==> src/rtl/core/mtt_pkg.sv <==
// Package for the multi-timer table: codes, widths and the sweep token and command types.
// No dependencies.
`default_nettype none
package mtt_pkg;

	localparam int unsigned NUM_TIMERS_DEF = 16;
	localparam int unsigned MAX_FIRE       = 16;
	localparam int unsigned IDX_W          = 8;
	localparam int unsigned CNT_W          = 9;
	localparam int unsigned FIRE_W         = 5;

	localparam logic [2:0] MODE_START  = 3'd0;
	localparam logic [2:0] MODE_CANCEL = 3'd1;
	localparam logic [2:0] MODE_EXISTS = 3'd2;
	localparam logic [2:0] MODE_COUNT  = 3'd3;
	localparam logic [2:0] MODE_CLEAR  = 3'd4;
	localparam logic [2:0] MODE_TICK   = 3'd5;
	localparam logic [2:0] MODE_RSV6   = 3'd6;
	localparam logic [2:0] MODE_RSV7   = 3'd7;

	localparam logic [1:0] SW_FREE  = 2'd0;
	localparam logic [1:0] SW_ID    = 2'd1;
	localparam logic [1:0] SW_COUNT = 2'd2;
	localparam logic [1:0] SW_MIN   = 2'd3;

	localparam logic [2:0] WR_NONE    = 3'd0;
	localparam logic [2:0] WR_START   = 3'd1;
	localparam logic [2:0] WR_KILL    = 3'd2;
	localparam logic [2:0] WR_REARM   = 3'd3;
	localparam logic [2:0] WR_CLEAR   = 3'd4;
	localparam logic [2:0] WR_CLRDONE = 3'd5;

	typedef struct packed {
		logic             vld;
		logic             found;
		logic [IDX_W-1:0] idx;
		logic [63:0]      deadline;
		logic [31:0]      id;
		logic [31:0]      period;
		logic [CNT_W-1:0] cnt;
	} tok_t;

	typedef struct packed {
		logic [1:0]       sweep_op;
		logic [31:0]      qid;
		logic [63:0]      now;
		logic [2:0]       wr_kind;
		logic [IDX_W-1:0] wr_idx;
		logic [31:0]      wr_id;
		logic [63:0]      wr_deadline;
		logic [31:0]      wr_period;
	} cmd_t;

endpackage
`default_nettype wire

==> src/rtl/core/mtt_cell.sv <==
// One timer slot of the chain: holds the slot and updates the passing sweep token.
// Depends on mtt_pkg.
`default_nettype none
module mtt_cell
	import mtt_pkg::*;
#(
	parameter int unsigned IDX = 0
) (
	input  wire logic clk,
	input  wire logic arst_n,
	input  wire cmd_t cmd,
	input  wire tok_t tok_in,
	output tok_t      tok_out
);

	logic        valid_q;
	logic        done_q;
	logic [31:0] id_q;
	logic [63:0] dl_q;
	logic [31:0] per_q;
	tok_t        tok_q;
	tok_t        tok_nxt;
	logic        sel;

	assign sel = (cmd.wr_idx == IDX[IDX_W-1:0]);

	always_comb begin
		tok_nxt = tok_in;
		if (tok_in.vld) begin
			case (cmd.sweep_op)
				SW_FREE: begin
					if (!tok_in.found && !valid_q) begin
						tok_nxt.found = 1'b1;
						tok_nxt.idx   = IDX[IDX_W-1:0];
					end
				end
				SW_ID: begin
					if (!tok_in.found && valid_q && id_q == cmd.qid) begin
						tok_nxt.found = 1'b1;
						tok_nxt.idx   = IDX[IDX_W-1:0];
					end
				end
				SW_COUNT: begin
					tok_nxt.cnt = tok_in.cnt + CNT_W'(valid_q);
				end
				SW_MIN: begin
					if (valid_q && !done_q && dl_q <= cmd.now &&
					    (!tok_in.found || dl_q < tok_in.deadline)) begin
						tok_nxt.found    = 1'b1;
						tok_nxt.idx      = IDX[IDX_W-1:0];
						tok_nxt.deadline = dl_q;
						tok_nxt.id       = id_q;
						tok_nxt.period   = per_q;
					end
				end
				default: tok_nxt = tok_in;
			endcase
		end
	end

	always_ff @(posedge clk or negedge arst_n) begin
		if (!arst_n) begin
			valid_q <= 1'b0;
			done_q  <= 1'b0;
			tok_q   <= '0;
		end else begin
			tok_q <= tok_nxt;
			case (cmd.wr_kind)
				WR_START: begin
					if (sel) begin
						valid_q <= 1'b1;
						done_q  <= 1'b0;
					end
				end
				WR_KILL: begin
					if (sel) valid_q <= 1'b0;
				end
				WR_REARM: begin
					if (sel) done_q <= 1'b1;
				end
				WR_CLEAR:   valid_q <= 1'b0;
				WR_CLRDONE: done_q  <= 1'b0;
				default: ;
			endcase
		end
	end

	always_ff @(posedge clk) begin
		if (sel && cmd.wr_kind == WR_START) begin
			id_q  <= cmd.wr_id;
			dl_q  <= cmd.wr_deadline;
			per_q <= cmd.wr_period;
		end else if (sel && cmd.wr_kind == WR_REARM) begin
			dl_q <= cmd.wr_deadline;
		end
	end

	assign tok_out = tok_q;

endmodule
`default_nettype wire

==> config.mk <==
export PLATFORM = sky130hd
export DESIGN_NAME = mtt_cell
export DESIGN_NICKNAME = d
export VERILOG_FILES = /design/src/rtl/core/mtt_pkg.sv /design/src/rtl/core/mtt_cell.sv
export SDC_FILE = /design/constraint.sdc
export NUM_CORES = 1
export LEC_CHECK = 0
export BUFFER_PORTS_ARGS = -buffer_cell sky130_fd_sc_hd__clkbuf_2
export CORE_AREA = 2 2 217 219
export DETAILED_ROUTE_END_ITERATION = 8
export DIE_AREA = 0 0 219 221
export SLEW_MARGIN = 40
export SYNTH_ARGS = -nofsm -noshare
export SYNTH_HDL_FRONTEND = slang
export SYNTH_SLANG_ARGS = --single-unit
==> constraint.sdc <==
create_clock -name clk -period 3.7 [get_ports clk]
set_input_delay 0.555 -clock clk [delete_from_list [all_inputs] [get_ports clk]]
set_output_delay 0.555 -clock clk [all_outputs]
set_load 0.02 [all_outputs]
==> metrics.md <==
| Metric | Value |
|---|---|
| Critical path launch point type | `flop` |
| Worst r2r path cells | `10` |
| CP startpoint | `dl_q[61]$_DFFE_PP_` |
| I/O Buffers | `532` |
| Area leader, netlist | `edfxtp_1` |
| Post-CTS Setup Repair Bufs | `0` |
| Leading post-synthesis cells by cell area | `edfxtp_1 28%, dfrtp_1 27%, mux2_4 13%` |
| P per Cell Area | `414 nW/µm²` |
| Avg Vias per Cell | `4.47` |
| # H-tree levels | `2` |
| Overflow after GRT | `0` |
| Max frequency | `299 MHz` |
| Share of layout cells above drive strength 1 | `0.471` |
| Commonest cells in the netlist | `149 x dfrtp_1, 132 x inv_1, 129 x ha_1, 128 x edfxtp_1, 120 x mux2_4` |
| Buf+Inv Stages, Crit Path | `2` |
| Synthesis warning total | `0` |
| Area post-placement | `17400 µm²` |
| Antenna Nets Post-Route | `0` |
| Core area | `46100 µm²` |
| First-pass GRT wire length | `63700 µm` |
| Hold Violations, Final | `0` |
| Overall die width | `219 µm` |
| Initial core utilization | `0.297` |
| GRT Overall Usage | `0.175` |
| RSZ-0062 raised after global routing | `no` |
| Synth Instances | `987` |
| Max Cap Viol | `0` |
| Design Area, Final | `18500 µm²` |
| DRC Markers | `0` |
| # IOs | `533` |
| Crit-path cells | `ha_1, a21o_1, a21o_1, a2111oi_1, nand4b_1, o21ai_2, nand3_4, buf_12, buf_12, mux2_4` |
| Count of final setup violators | `0` |
| Slowest stage delay, CP | `630 ps` |
| Status | `completed` |
| Asr flop ratio synth | `0.538` |
| TritonCTS Sinks | `277` |
| Row count | `79` |
| Peak supply drop | `0.387 mV` |
| Final setup skew | `22.3 ps` |
| Critical R2R Launch | `dl_q[61]$_DFFE_PP_` |
| Dpl hpwl | `35600 µm` |
| Worst Tran Pin Value | `759 ps` |
| Delay-heaviest family, CP | `compound AO/OA/AOI/OAI gates` |
| Slew Limit Fails | `0` |
| CTS Buf Count | `34` |
| Count leader, synth | `dfrtp_1` |
| Post-CTS resize count | `0` |
| Synth Register Bits | `277` |
| Post-synth top area share | `0.281` |
| Placer Congestion | `0.871` |
| Initial DRT Pass Iterations | `5` |
| Required @ worst endpoint | `4100 ps` |
| Largest net degree at the start of global routing | `81` |
| Synth unique cells | `52` |
| Rel. slew slack | `0.494` |
| Minimum clock period | `3350 ps` |
| Routed wire per std cell | `19.4 µm` |
| NumNets Final | `2101` |
| Final period utilization | `0.905` |
| Worst Setup Path Type | `reg -> reg` |
| CP Max Fanout | `16` |
| Post-synth EDFFs | `128` |
| Leak | `9.40 nW` |
| Hold-fix buffers, CTS | `0` |
| Max Root-Sink Buffers | `3` |
| R2R Path End | `tok_out[48]$_DFF_PN0_` |
| Clk pin slew, worst setup/hold paths | `60 ps` |
| CP endpoint kind | `flop` |
| Syn avg cell area | `13.9 µm²` |
| Final core utilization | `0.401` |
| Root buf cell | `clkbuf_16` |
| Post-Route WL | `43000 µm` |
| Vias in the first global route | `10800` |
| Vias | `9917` |
| Die height | `221 µm` |
| CTS tree | `yes` |
| Sequential fraction of the synthesis area | `0.553` |
| Post-Syn Nets | `1502` |
| First-iteration detailed-routing DRC count | `404` |
| Synth Flop Type | `dfrtp_1` |
| Final setup margin | `351 ps` |
| Worst slack at placement | `60.6 ps` |
| CP max-delay cell | `a2111oi_1` |
| Clock latency on the worst-skew pair | `530 ps` |
| Worst reg2reg setup slack | `350 ps` |
| Full die area | `48400 µm²` |
| Layout area overhead | `35.0%` |
| Initial antenna violation count | `2` |
| Total negative slack | `0 ps` |
| Mapped cell area | `13700 µm²` |
| HP Class | `in -> async` |
| Critical Path AT | `3750 ps` |
metal layers:
layer	up-vias	track usage	routed length, µm
met2	371	0.312	21700
li1	4727	-	-
met4	2	0.0473	937
met3	59	0.0480	3090
met1	4758	0.206	17300
met5	-	0	16
stage by stage:
step / hold WS (ps) / std cells / power, mW
after global placement: 445 / 2157 / 4.36
final: 62.0 / 2220 / 7.65
after floorplan: 259 / 987 / 3.88
after CTS: 88.2 / 2219 / 7.78
after global routing: 86.2 / 2219 / 7.96
after detailed placement: 443 / 2157 / 4.37
cell families after synthesis:
family | synth area share
DFF | 0.553
buffers and inverters | 0.0547
AOI/OAI and AO/OA | 0.0528
and+or+nand+nor | 0.0567
adders and majority gates | 0.118
xor gates and xnor gates | 0.0250
muxes | 0.140
state kept, by name (all words and copies together) (netlist names):
signal,count
tok_out,147
dl_q,64
id_q,32
per_q,32
done_q,1
valid_q,1
worst max-delay path by stage:
stage	depth (start not counted)	endpoint
after floorplan	4	id_q[0]$_DFFE_PP_
after global placement	12	tok_out[28]$_DFF_PN0_
after detailed placement	13	tok_out[64]$_DFF_PN0_
after CTS	10	tok_out[50]$_DFF_PN0_
after global routing	11	tok_out[50]$_DFF_PN0_
final	10	tok_out[48]$_DFF_PN0_
layout make-up:
class                      instances  area (µm²)
fill                            4444       27600
sequential                       277        7570
multi-input combinational        562        5390
timing repair buffer             579        3150
clock buffer                      47         920
tap                              607         759
inverter                         132         495
clock inverter                    15         194
antenna                            1        2.50
where the power goes:
group          total, mW  switching [mW]  internal, mW
registers           3.37          0.0367          3.33
logic              0.935           0.496         0.439
clock network       3.35            1.32          2.03
cells in the final DEF, fill, tap and decap left out, types with 3 or more instances in the layout:
cell / netlist / layout
o21ai_0: 17 / 17
nand4_1: 36 / 36
bufinv_16: 0 / 4
nand3_1: 20 / 20
clkbuf_16: 0 / 34
mux2_4: 120 / 120
ha_1: 129 / 129
nand2b_1: 6 / 6
a21oi_1: 50 / 50
edfxtp_1: 128 / 128
clkinv_2: 0 / 4
buf_4: 0 / 37
xor2_1: 5 / 5
mux2_1: 8 / 8
inv_6: 0 / 3
a31oi_1: 4 / 4
a21boi_0: 3 / 3
a211oi_1: 5 / 5
a211o_1: 3 / 3
inv_1: 132 / 132
xnor2_1: 34 / 34
dfrtp_1: 149 / 149
clkbuf_8: 0 / 3
clkinv_1: 0 / 3
nor2_1: 26 / 24
a21o_1: 12 / 12
clkbuf_1: 2 / 11
nand2_1: 35 / 35
nor4_1: 5 / 5
buf_12: 10 / 10
and3_1: 4 / 4
nor3_1: 7 / 7
clkbuf_2: 0 / 531
Note: power is estimated with default switching activity, not from simulation.
